`config.mk`:
```
export PLATFORM = sky130hd
export DESIGN_NAME = button_press_lockout_autorepeat
export DESIGN_NICKNAME = d
export VERILOG_FILES = /design/src/rtl/bpla_pkg.sv /design/src/rtl/bpla_cfg_regs.sv /design/src/rtl/bpla_lock_lane.sv /design/src/rtl/bpla_rpt_lane.sv /design/src/rtl/button_press_lockout_autorepeat.sv
export SDC_FILE = /design/constraint.sdc
export NUM_CORES = 2
export LEC_CHECK = 0
export BUFFER_PORTS_ARGS = -buffer_cell sky130_fd_sc_hd__buf_2
export CORE_ASPECT_RATIO = 1.75
export CORE_MARGIN = 5
export CORE_UTILIZATION = 55
export CTS_BUF_LIST = sky130_fd_sc_hd__clkbuf_4 sky130_fd_sc_hd__clkbuf_8 sky130_fd_sc_hd__clkbuf_16
export CTS_CLUSTER_DIAMETER = 30
export DETAILED_ROUTE_END_ITERATION = 12
export HOLD_SLACK_MARGIN = 0.05
export PLACE_DENSITY = 0.71
export SYNTH_ARGS = -nofsm -noshare
export SYNTH_HDL_FRONTEND = slang
export SYNTH_SLANG_ARGS = --single-unit
```
`constraint.sdc`:
```
create_clock -name clk -period 10.8 [get_ports clk]
set_input_delay 0.54 -clock clk [delete_from_list [all_inputs] [get_ports clk]]
set_output_delay 0.54 -clock clk [all_outputs]
set_load 0.01 [all_outputs]
```
`src/rtl/bpla_pkg.sv`:
```
// ----------------------------------------------------------------------------
// bpla_pkg
// Shared types and constants for the button lockout / auto-repeat block.
// ----------------------------------------------------------------------------
package bpla_pkg;

  localparam int NUM_KEYS    = 9;
  localparam int REPEAT_KEYS = 4;
  localparam int RPT_COUNT   = (REPEAT_KEYS < NUM_KEYS) ? REPEAT_KEYS : NUM_KEYS;

  localparam int TIME_W    = 32;
  localparam int CFG_IDX_W = 2;

  // register indexes
  localparam logic [CFG_IDX_W-1:0] REG_LOCKOUT         = 2'd0;
  localparam logic [CFG_IDX_W-1:0] REG_REPEAT_DELAY    = 2'd1;
  localparam logic [CFG_IDX_W-1:0] REG_REPEAT_INTERVAL = 2'd2;

  localparam logic [TIME_W-1:0] LOCKOUT_RESET         = 32'd20000;
  localparam logic [TIME_W-1:0] REPEAT_DELAY_RESET    = 32'd400000;
  localparam logic [TIME_W-1:0] REPEAT_INTERVAL_RESET = 32'd90000;

  typedef struct packed {
    logic [TIME_W-1:0] lockout_us;
    logic [TIME_W-1:0] repeat_delay_us;
    logic [TIME_W-1:0] repeat_interval_us;
  } cfg_t;

  typedef struct packed {
    logic [NUM_KEYS-1:0] pressed_now;
    logic [TIME_W-1:0]   now_us;
  } in_item_t;

  typedef struct packed {
    logic [NUM_KEYS-1:0] held;
    logic [NUM_KEYS-1:0] press_edges;
  } out_item_t;

endpackage

```
`src/rtl/bpla_cfg_regs.sv`:
```
// ----------------------------------------------------------------------------
// bpla_cfg_regs
// Timing configuration registers, written through a plain write port.
// ----------------------------------------------------------------------------
module bpla_cfg_regs
  import bpla_pkg::*;
(
  input  logic                 clk,
  input  logic                 rst,
  input  logic                 cfg_we,
  input  logic [CFG_IDX_W-1:0] cfg_index,
  input  logic [TIME_W-1:0]    cfg_wdata,
  output cfg_t                 cfg
);

  always_ff @(posedge clk) begin
    if (rst) begin
      cfg.lockout_us         <= LOCKOUT_RESET;
      cfg.repeat_delay_us    <= REPEAT_DELAY_RESET;
      cfg.repeat_interval_us <= REPEAT_INTERVAL_RESET;
    end else if (cfg_we) begin
      unique case (cfg_index)
        REG_LOCKOUT:         cfg.lockout_us         <= cfg_wdata;
        REG_REPEAT_DELAY:    cfg.repeat_delay_us    <= cfg_wdata;
        REG_REPEAT_INTERVAL: cfg.repeat_interval_us <= cfg_wdata;
        default: ;
      endcase
    end
  end

endmodule

```
`src/rtl/bpla_lock_lane.sv`:
```
// ----------------------------------------------------------------------------
// bpla_lock_lane
// Per-button press lockout: accepts a rising edge only after the lockout time.
// ----------------------------------------------------------------------------
module bpla_lock_lane
  import bpla_pkg::*;
(
  input  logic              clk,
  input  logic              en,
  input  logic              first,
  input  logic              rise,
  input  logic [TIME_W-1:0] now_us,
  input  logic [TIME_W-1:0] lockout_us,
  output logic              press
);

  logic [TIME_W-1:0] last_press_time;
  logic [TIME_W-1:0] elapsed;

  assign elapsed = now_us - last_press_time;
  assign press   = !first && rise && (elapsed >= lockout_us);

  always_ff @(posedge clk) begin
    if (en) begin
      if (first) begin
        last_press_time <= now_us - lockout_us;
      end else if (press) begin
        last_press_time <= now_us;
      end
    end
  end

endmodule

```
`src/rtl/bpla_rpt_lane.sv`:
```
// ----------------------------------------------------------------------------
// bpla_rpt_lane
// Per-button auto-repeat deadline; a deadline of zero means disarmed.
// ----------------------------------------------------------------------------
module bpla_rpt_lane
  import bpla_pkg::*;
(
  input  logic              clk,
  input  logic              rst,
  input  logic              en,
  input  logic              first,
  input  logic              press,
  input  logic              held,
  input  logic [TIME_W-1:0] now_us,
  input  logic [TIME_W-1:0] repeat_delay_us,
  input  logic [TIME_W-1:0] repeat_interval_us,
  output logic              rpt
);

  logic [TIME_W-1:0] repeat_due_time;
  logic [TIME_W-1:0] repeat_due_time_next;
  logic [TIME_W-1:0] due_armed;
  logic [TIME_W-1:0] late;

  // a fresh press arms the deadline before the due check of the same poll
  assign due_armed = press ? (now_us + repeat_delay_us) : repeat_due_time;
  assign late      = now_us - due_armed;
  assign rpt       = !first && held && (due_armed != '0) && !late[TIME_W-1];

  always_comb begin
    if (first || !held) begin
      repeat_due_time_next = '0;
    end else if (rpt) begin
      repeat_due_time_next = now_us + repeat_interval_us;
    end else begin
      repeat_due_time_next = due_armed;
    end
  end

  always_ff @(posedge clk) begin
    if (rst) begin
      repeat_due_time <= '0;
    end else if (en) begin
      repeat_due_time <= repeat_due_time_next;
    end
  end

endmodule

```
`src/rtl/button_press_lockout_autorepeat.sv`:
```
// ----------------------------------------------------------------------------
// button_press_lockout_autorepeat
// Button poll processing: held mask, press lockout and typematic auto-repeat.
// ----------------------------------------------------------------------------
//   channel  signals                          payload
//   in       in_valid / in_ready / in_data    pressed_now, now_us
//   out      out_valid / out_ready / out_data held, press_edges
//   cfg      cfg_we / cfg_index / cfg_wdata   lockout, repeat delay, interval
//
// one poll is accepted per cycle while in_ready is high; its result appears
// in the output register on the next cycle. the per-button subtract/compare
// lanes are combinational and feed that register. in_ready drops only while
// a result waits and out_ready is low. sync reset clears the repeat deadlines
// and previous sample, sets the first-poll flag; the first poll flags no edges.
// ----------------------------------------------------------------------------
module button_press_lockout_autorepeat
  import bpla_pkg::*;
(
  input  logic                 clk,
  input  logic                 rst,
  input  logic                 in_valid,
  output logic                 in_ready,
  input  in_item_t             in_data,
  output logic                 out_valid,
  input  logic                 out_ready,
  output out_item_t            out_data,
  input  logic                 cfg_we,
  input  logic [CFG_IDX_W-1:0] cfg_index,
  input  logic [TIME_W-1:0]    cfg_wdata
);

  cfg_t                cfg;
  logic                accept;
  logic                first_poll;
  logic [NUM_KEYS-1:0] prev_pressed;
  logic [NUM_KEYS-1:0] rising;
  logic [NUM_KEYS-1:0] press;
  logic [NUM_KEYS-1:0] rpt;

  bpla_cfg_regs u_cfg (
    .clk       (clk),
    .rst       (rst),
    .cfg_we    (cfg_we),
    .cfg_index (cfg_index),
    .cfg_wdata (cfg_wdata),
    .cfg       (cfg)
  );

  assign in_ready = !out_valid || out_ready;
  assign accept   = in_valid && in_ready;
  assign rising   = in_data.pressed_now & ~prev_pressed;

  for (genvar i = 0; i < NUM_KEYS; i++) begin : g_key
    bpla_lock_lane u_lock (
      .clk        (clk),
      .en         (accept),
      .first      (first_poll),
      .rise       (rising[i]),
      .now_us     (in_data.now_us),
      .lockout_us (cfg.lockout_us),
      .press      (press[i])
    );

    if (i < RPT_COUNT) begin : g_rpt
      bpla_rpt_lane u_rpt (
        .clk                (clk),
        .rst                (rst),
        .en                 (accept),
        .first              (first_poll),
        .press              (press[i]),
        .held               (in_data.pressed_now[i]),
        .now_us             (in_data.now_us),
        .repeat_delay_us    (cfg.repeat_delay_us),
        .repeat_interval_us (cfg.repeat_interval_us),
        .rpt                (rpt[i])
      );
    end else begin : g_no_rpt
      assign rpt[i] = 1'b0;
    end
  end

  always_ff @(posedge clk) begin
    if (rst) begin
      first_poll   <= 1'b1;
      prev_pressed <= '0;
    end else if (accept) begin
      first_poll   <= 1'b0;
      prev_pressed <= in_data.pressed_now;
    end
  end

  always_ff @(posedge clk) begin
    if (rst) begin
      out_valid <= 1'b0;
    end else if (accept) begin
      out_valid <= 1'b1;
    end else if (out_ready) begin
      out_valid <= 1'b0;
    end
  end

  always_ff @(posedge clk) begin
    if (accept) begin
      out_data.held        <= in_data.pressed_now;
      out_data.press_edges <= press | rpt;
    end
  end

endmodule
```
Word level (Yosys, flattened, before mapping)
Index checks and enable logic that the tools add are counted.
Operators by class
  add/subtract/negate cells: 16
  $lt $le $gt $ge: 9
  equal/unequal tests: 2
  muxes and demuxes: 32
  bitwise gates (word level): 3
  reductions and logical operators: 73
Operators with widths (number)
  $mux W32: 30
  $sub A32 B32 Y32: 14
  $ge A32 B32 Y1: 9
  $reduce_bool A32 Y1: 4
  $add A32 B32 Y32: 2
  $logic_and A1 B1 Y1: 31
  $reduce_and A2 Y1: 12
  $reduce_bool A2 Y1: 10
  $logic_not A1 Y1: 10
  $and A9 B9 Y9: 1
  $not A9 Y9: 1
  $or A9 B4 Y9: 1
  $logic_or A1 B1 Y1: 5
  $eq A2 B1 Y1 const B: 1
  $eq A2 B2 Y1 const B: 1
  $logic_not A2 Y1: 1
  $mux W1: 2
Storage, ports and cells
  flip-flop bits (word level): 541
  input bits: 80
  output and inout port bits: 20
  word-level logic and storage cells: 156

Logic depth before layout (Yosys ltp)
  depth after elaboration: 10
  depth in mapped cells: 45

Cells and area by module
Synthesis repeated with hierarchy kept, for this count alone.
Unflattened totals
  cells, all modules: 9644
  area total of the unflattened synthesis: 78884.4 um2
Modules (own cells, without submodules)
  bpla_rpt_lane: times used 4, cells an instance 789, area an instance 6054.6 um2, seq. area each 640.6 um2
  bpla_lock_lane at g_key[4].u_lock ...: times used 4, cells an instance 661, area an instance 5424.0 um2, seq. area each 960.9 um2
  bpla_lock_lane at g_key[3].u_lock: times used 1, cells an instance 705, area an instance 5695.5 um2, seq. area each 960.9 um2
  bpla_lock_lane at g_key[1].u_lock: times used 1, cells an instance 684, area an instance 5654.2 um2, seq. area each 960.9 um2
  bpla_lock_lane at g_key[2].u_lock: times used 1, cells an instance 685, area an instance 5617.9 um2, seq. area each 960.9 um2
  bpla_lock_lane at g_key[0].u_lock: times used 1, cells an instance 680, area an instance 5550.3 um2, seq. area each 960.9 um2
  bpla_lock_lane at g_key[8].u_lock: times used 1, cells an instance 648, area an instance 5431.5 um2, seq. area each 960.9 um2
  bpla_cfg_regs: times used 1, cells an instance 362, area an instance 3900.0 um2, seq. area each 1921.8 um2
  button_press_lockout_autorepeat: times used 1, cells an instance 80, area an instance 1121.1 um2, seq. area each 760.7 um2

Worst setup path after synthesis
OpenSTA, ideal clock, no wires.
  path type: input -> register
  from: input port in_data[0] (netlist bit)
  to: register g_key[2].g_rpt.u_rpt.repeat_due_time[27]
  setup time: 0.122 ns
  arrival time: 10.126 ns
  path slack: 0.552 ns
  stages on the path: 43
  path through: inv_1 -> ha_1 -> inv_1 -> fa_1 -> a21o_1 -> a21oi_1 -> o21bai_1 -> a31o_2 -> a41o_1 -> o31a_1 -> a221oi_1 -> nor2_1 -> o311ai_0 -> o22ai_1 -> or4b_2 -> a31o_2 -> a21oi_1 -> xnor2_1 -> (+7 left out) -> buf_1 -> mux2i_1 -> ha_1 -> or3_1 -> o21ai_0 -> a21oi_1 -> a21oi_1 -> nor2b_1 -> a2111oi_0 -> nand2_1 -> o21ai_0 -> xor2_1 -> a41oi_1 -> a22oi_2 -> buf_6 -> buf_6 -> nor2_1 -> a221o_1
Between the ends
  word-level cells in the longest chain between the ends: 9
  elaborated cells on any way between the ends: 13
  those cells by class: add/sub: 4; order compare: 1; mux: 3; reduce/logical: 5
RTL lines
  start, declared: line button_press_lockout_autorepeat.sv:23  | input in_item_t in_data,
  $sub A32 B32 Y32: line bpla_lock_lane.sv:20  | assign elapsed = now_us - last_press_time;
  $ge A32 B32 Y1: line bpla_lock_lane.sv:21  | assign press = !first && rise && (elapsed >= lockout_us);
  $logic_and A1 B1 Y1: line bpla_lock_lane.sv:21
  $mux W32: line bpla_rpt_lane.sv:26  | assign due_armed = press ? (now_us + repeat_delay_us) : repeat_due_time;
  $sub A32 B32 Y32 or $reduce_bool A32 Y1 (tied branches): line bpla_rpt_lane.sv:27, bpla_rpt_lane.sv:28
  $logic_not A1 Y1 or $logic_and A1 B1 Y1 (tied branches): line bpla_rpt_lane.sv:28  | assign rpt = !first && held && (due_armed != '0) && !late[TIME_W-1];
  $logic_and A1 B1 Y1: line bpla_rpt_lane.sv:28
  $mux W32 (*): line bpla_rpt_lane.sv:33  | end else if (rpt) begin
  $mux W32 (*): line bpla_rpt_lane.sv:31  | if (first || !held) begin
  end signal, assigned: line bpla_rpt_lane.sv:44  | repeat_due_time <= repeat_due_time_next;
  end, declared: line bpla_rpt_lane.sv:20  | logic [TIME_W-1:0] repeat_due_time;
Every way passes the cells marked *; elsewhere a longest branch is shown, timed or not.
A chain may end at the register's enable or synchronous reset.

Worst setup path in the final report
  from: register g_key[2].u_lock.last_press_time[0]
  to: register g_key[2].g_rpt.u_rpt.repeat_due_time[5]
Between the ends
  word-level cells in the longest chain between the ends: 9
  elaborated cells on any way between the ends: 11
  those cells by class: add/sub: 2; order compare: 1; mux: 3; reduce/logical: 5
RTL lines
  start, declared: line bpla_lock_lane.sv:17  | logic [TIME_W-1:0] last_press_time;
  start signal, assigned: line bpla_lock_lane.sv:26  | last_press_time <= now_us - lockout_us;
  start signal, assigned: line bpla_lock_lane.sv:28  | last_press_time <= now_us;
  $sub A32 B32 Y32 (*): line bpla_lock_lane.sv:20
  $ge A32 B32 Y1 (*): line bpla_lock_lane.sv:21
  $logic_and A1 B1 Y1 (*): line bpla_lock_lane.sv:21
  $mux W32 (*): line bpla_rpt_lane.sv:26
  $sub A32 B32 Y32 or $reduce_bool A32 Y1 (tied branches): line bpla_rpt_lane.sv:27, bpla_rpt_lane.sv:28
  $logic_not A1 Y1 or $logic_and A1 B1 Y1 (tied branches): line bpla_rpt_lane.sv:28
  $logic_and A1 B1 Y1: line bpla_rpt_lane.sv:28
  $mux W32 (*): line bpla_rpt_lane.sv:33
  $mux W32 (*): line bpla_rpt_lane.sv:31
Marked as above.

==> reports/results.ini <==
[drt]
firstDrtPassIters = 7
ant_nets = 0
drc = 0
highest_layer = met5
met2_length_um = 81700
vias = 42659
met3_wirelength_um = 10500
first_iter_violations = 3023
drt-met1-wl_um = 56000
vias_per_cell = 6.42
wirelength_um = 165000
wire_per_inst_um = 24.9

[flow_run]
maxCapViolCount = 0

[synthesis]
synth_top_cells_by_area = ha_1 20%, edfxtp_1 20%, dfxtp_1 10%
yosysSeqAreaShare_pct = 29.5
yosysWarnings = 0
synth_area_leader_cell = ha_1
synth_area_per_cell_um2 = 8.93
synth_edf_count = 306
ys.flop_type = edfxtp_1
synth_seq_cells = 541
synthCells = 5268
netlist_area_um2 = 47100
synth-async-reset-ratio_pct = 0
synth.top_cell.area_share_pct = 20.4
synth.net_count = 6128
synth_cell_types = 81

[floorplanning]
initial_core_util_pct = 55.2
ios = 100
coreArea_um2 = 85300
fp-row-count = 142
die_y_um = 397
dieArea_um2 = 91700
die_w_um = 231

[cts]
cts_buffer_depth = 3
cts_max_level = 3
clock-root-buffer = clkbuf_16
clock_sinks = 541
path_clk_slew_ns = 0.05
cts_tree = done
cts_buffers = 115
post_cts_buffers = 0
insertion_delay_ns = 0.72

[global_routing]
antenna_found_initial = 6
grt_use_total_pct = 35.1
grt_pass1_wl_um = 246000
grt_max_degree = 84
grt_pass1_vias = 43180
grt-ovfl-total = 0

[place]
dp_slack_ns = -0.179
gp_congestion = 0.961
postPlaceCellArea_um2 = 49300
dpl.cell_count = 6417
portBuffers = 99
hpwl_um = 122000

[critical_path]
path_depth = 42
reg2reg_to = g_key[2].g_rpt.u_rpt.repeat_due_time[5]
worstPathRequired_ns = 11.38
r2r_start = g_key[2].u_lock.last_press_time[0]
critPathCaptureType = flip-flop
slowest_delay_ns = 0.64
criticalPathCategory = flip-flop to flip-flop
critPathLaunch = g_key[2].u_lock.last_press_time[0]
endpoint = g_key[2].g_rpt.u_rpt.repeat_due_time[5]
reg2regPathDepth = 42
critPathMaxFanout = 42
rrSetupSlack_ns = 0.50
path_buf_inv = 5
crit_path_start_kind = flip-flop
crit_arrival_ns = 10.88
critPathMostFrequentCell = a21oi_1
slowest_stage = or4b_2
cpLargestDelayFamily = compound AO/OA/AOI/OAI gates

[pwr]
intPower_uw = 5960
swShare_pct = 36.2
pwr-share-seq_pct = 26.1
power_frac_comb_pct = 35.0
vdd_drop_max_uv = 123
p_per_area_nw_per_um2 = 175
leakage_uw = 0.0239
clkPwrFrac_pct = 38.9
power_switching_uw = 3370

[min_path]
worstHoldPathType = primary input to flip-flop

[layout]
final_common_cell = ha_1
drive_gt1_share_pct = 8.78
fin_cells = 6642
finalNetCount = 6320
area_delta_synth_final_pct = 13.4
final_cell_mix = 768 x ha_1, 455 x a21oi_1, 433 x nand2_1
fin_area_um2 = 53400

[sta]
setup_violations = 0
worst_pin_slew_ns = 1.30
max_freq_mhz = 97.1
post-route-min-period_ns = 10.30
fin_ws_ns = 0.503
finalCritPeriodShare_pct = 95.3
grt_setup_unrepaired = no
drv_slew = 0
final-hold-violation-count = 0
whs_ns = 0.0836
maxSlewHeadroom_pct = 12.7
finalClockSkew_ns = 0.0240

[run_status]
status = finished, final reports clean

layout make-up:
class	count	area [um2]
diodes	3	7.51
clock buffers	124	3000
clock inverters	92	970
fillers	7338	31900
inverters	409	1540
multi-input cells	4195	31300
flip-flops and latches	541	13900
well taps	1080	1350
repair buffers	198	1340
cells in the mapped netlist (11+ instances only):
cell	count
ha_1	768
a21oi_1	460
nand2_1	433
inv_1	408
nor2_1	362
edfxtp_1	306
dfxtp_1	235
o21ai_0	229
xnor2_1	229
a21o_1	224
mux2i_1	141
nor3_1	139
xor2_1	111
clkbuf_1	95
nor2b_1	89
nand3_1	86
a221o_1	85
nand2b_1	80
o21a_1	68
nand4_1	64
o21bai_1	49
a31oi_1	39
a22o_1	37
a211oi_1	35
and3_1	34
nor4_1	32
or3_1	28
nand3b_1	25
mux2_2	24
o211ai_1	24
and2_1	22
o31ai_1	20
a221oi_1	18
and4_1	16
or2_2	14
or4_1	14
a21boi_0	13
buf_2	13
a211o_1	12
a31o_2	12
fa_1	12
o2111ai_1	12
o311ai_0	12
buf_1	11
sequential cells by signal, indices dropped and copies added (netlist names):
name                               count
out_valid                              1
g_key.g_rpt.u_rpt.repeat_due_time    128
prev_pressed                           9
out_data                              18
g_key.u_lock.last_press_time         288
first_poll                             1
u_cfg.cfg                             96
tightest hold or removal path, cell delays in order:
cell	delay, ns
buf_2	0.10
inv_1	0.04
a21oi_1	0.05
what timing repair did:
action | 4_1_cts | 5_1_grt
hold buffers | 5 | 0
gates resized for setup | 0 | 5
hold endpoints to repair | 5 | 0
setup endpoints to repair | 0 | 33
worst min path at each step:
stage	start	endpoint	slack, ns	cells after the start
final	in_valid	out_valid	0.08	3
after floorplan	g_key[2].g_rpt.u_rpt.repeat_due_time[29]	g_key[2].g_rpt.u_rpt.repeat_due_time[29]	0.42	2
after CTS	in_valid	out_valid	0.05	3
after detailed placement	g_key[2].g_rpt.u_rpt.repeat_due_time[29]	g_key[2].g_rpt.u_rpt.repeat_due_time[29]	0.44	2
after global routing	in_valid	out_valid	0.07	3
after global placement	g_key[2].g_rpt.u_rpt.repeat_due_time[29]	g_key[2].g_rpt.u_rpt.repeat_due_time[29]	0.44	2
stage by stage:
step	total power (uW)	TNS, ns	utilization (%)
finish	9330	0	62.6
CTS	9300	0	62.5
floorplan	4690	0	-
global placement	5590	-0.0113	57.8
global route	9800	0	62.6
detailed placement	5670	-4.50	57.8
routing by layer:
| layer | track usage (%) | up-vias |
|---|---|---|
| met5 | 0 | - |
| met4 | 30.5 | 6 |
| met3 | 6.77 | 757 |
| met2 | 62.4 | 1750 |
| met1 | 34.4 | 20332 |
| li1 | - | 19814 |
power by group through the flow:
stage	Sequential, uW	Combinational, uW	Clock, uW
2_1_floorplan	2470	2220	0
3_3_place_gp	2470	3120	0
3_5_place_dp	2480	3190	0
4_1_cts	2440	3220	3650
5_1_grt	2450	3600	3750
6_report	2440	3270	3630
cells by family after synthesis:
kind of cell	Yosys count	share of synthesized area [%]
flops	541	29.5
mux	165	3.57
fa+ha+maj	785	21.0
xor+xnor	340	6.33
buf+inv	532	4.33
compound gates	1449	20.4
simple gates	1456	14.8
Power figures use the tool's default switching activity.
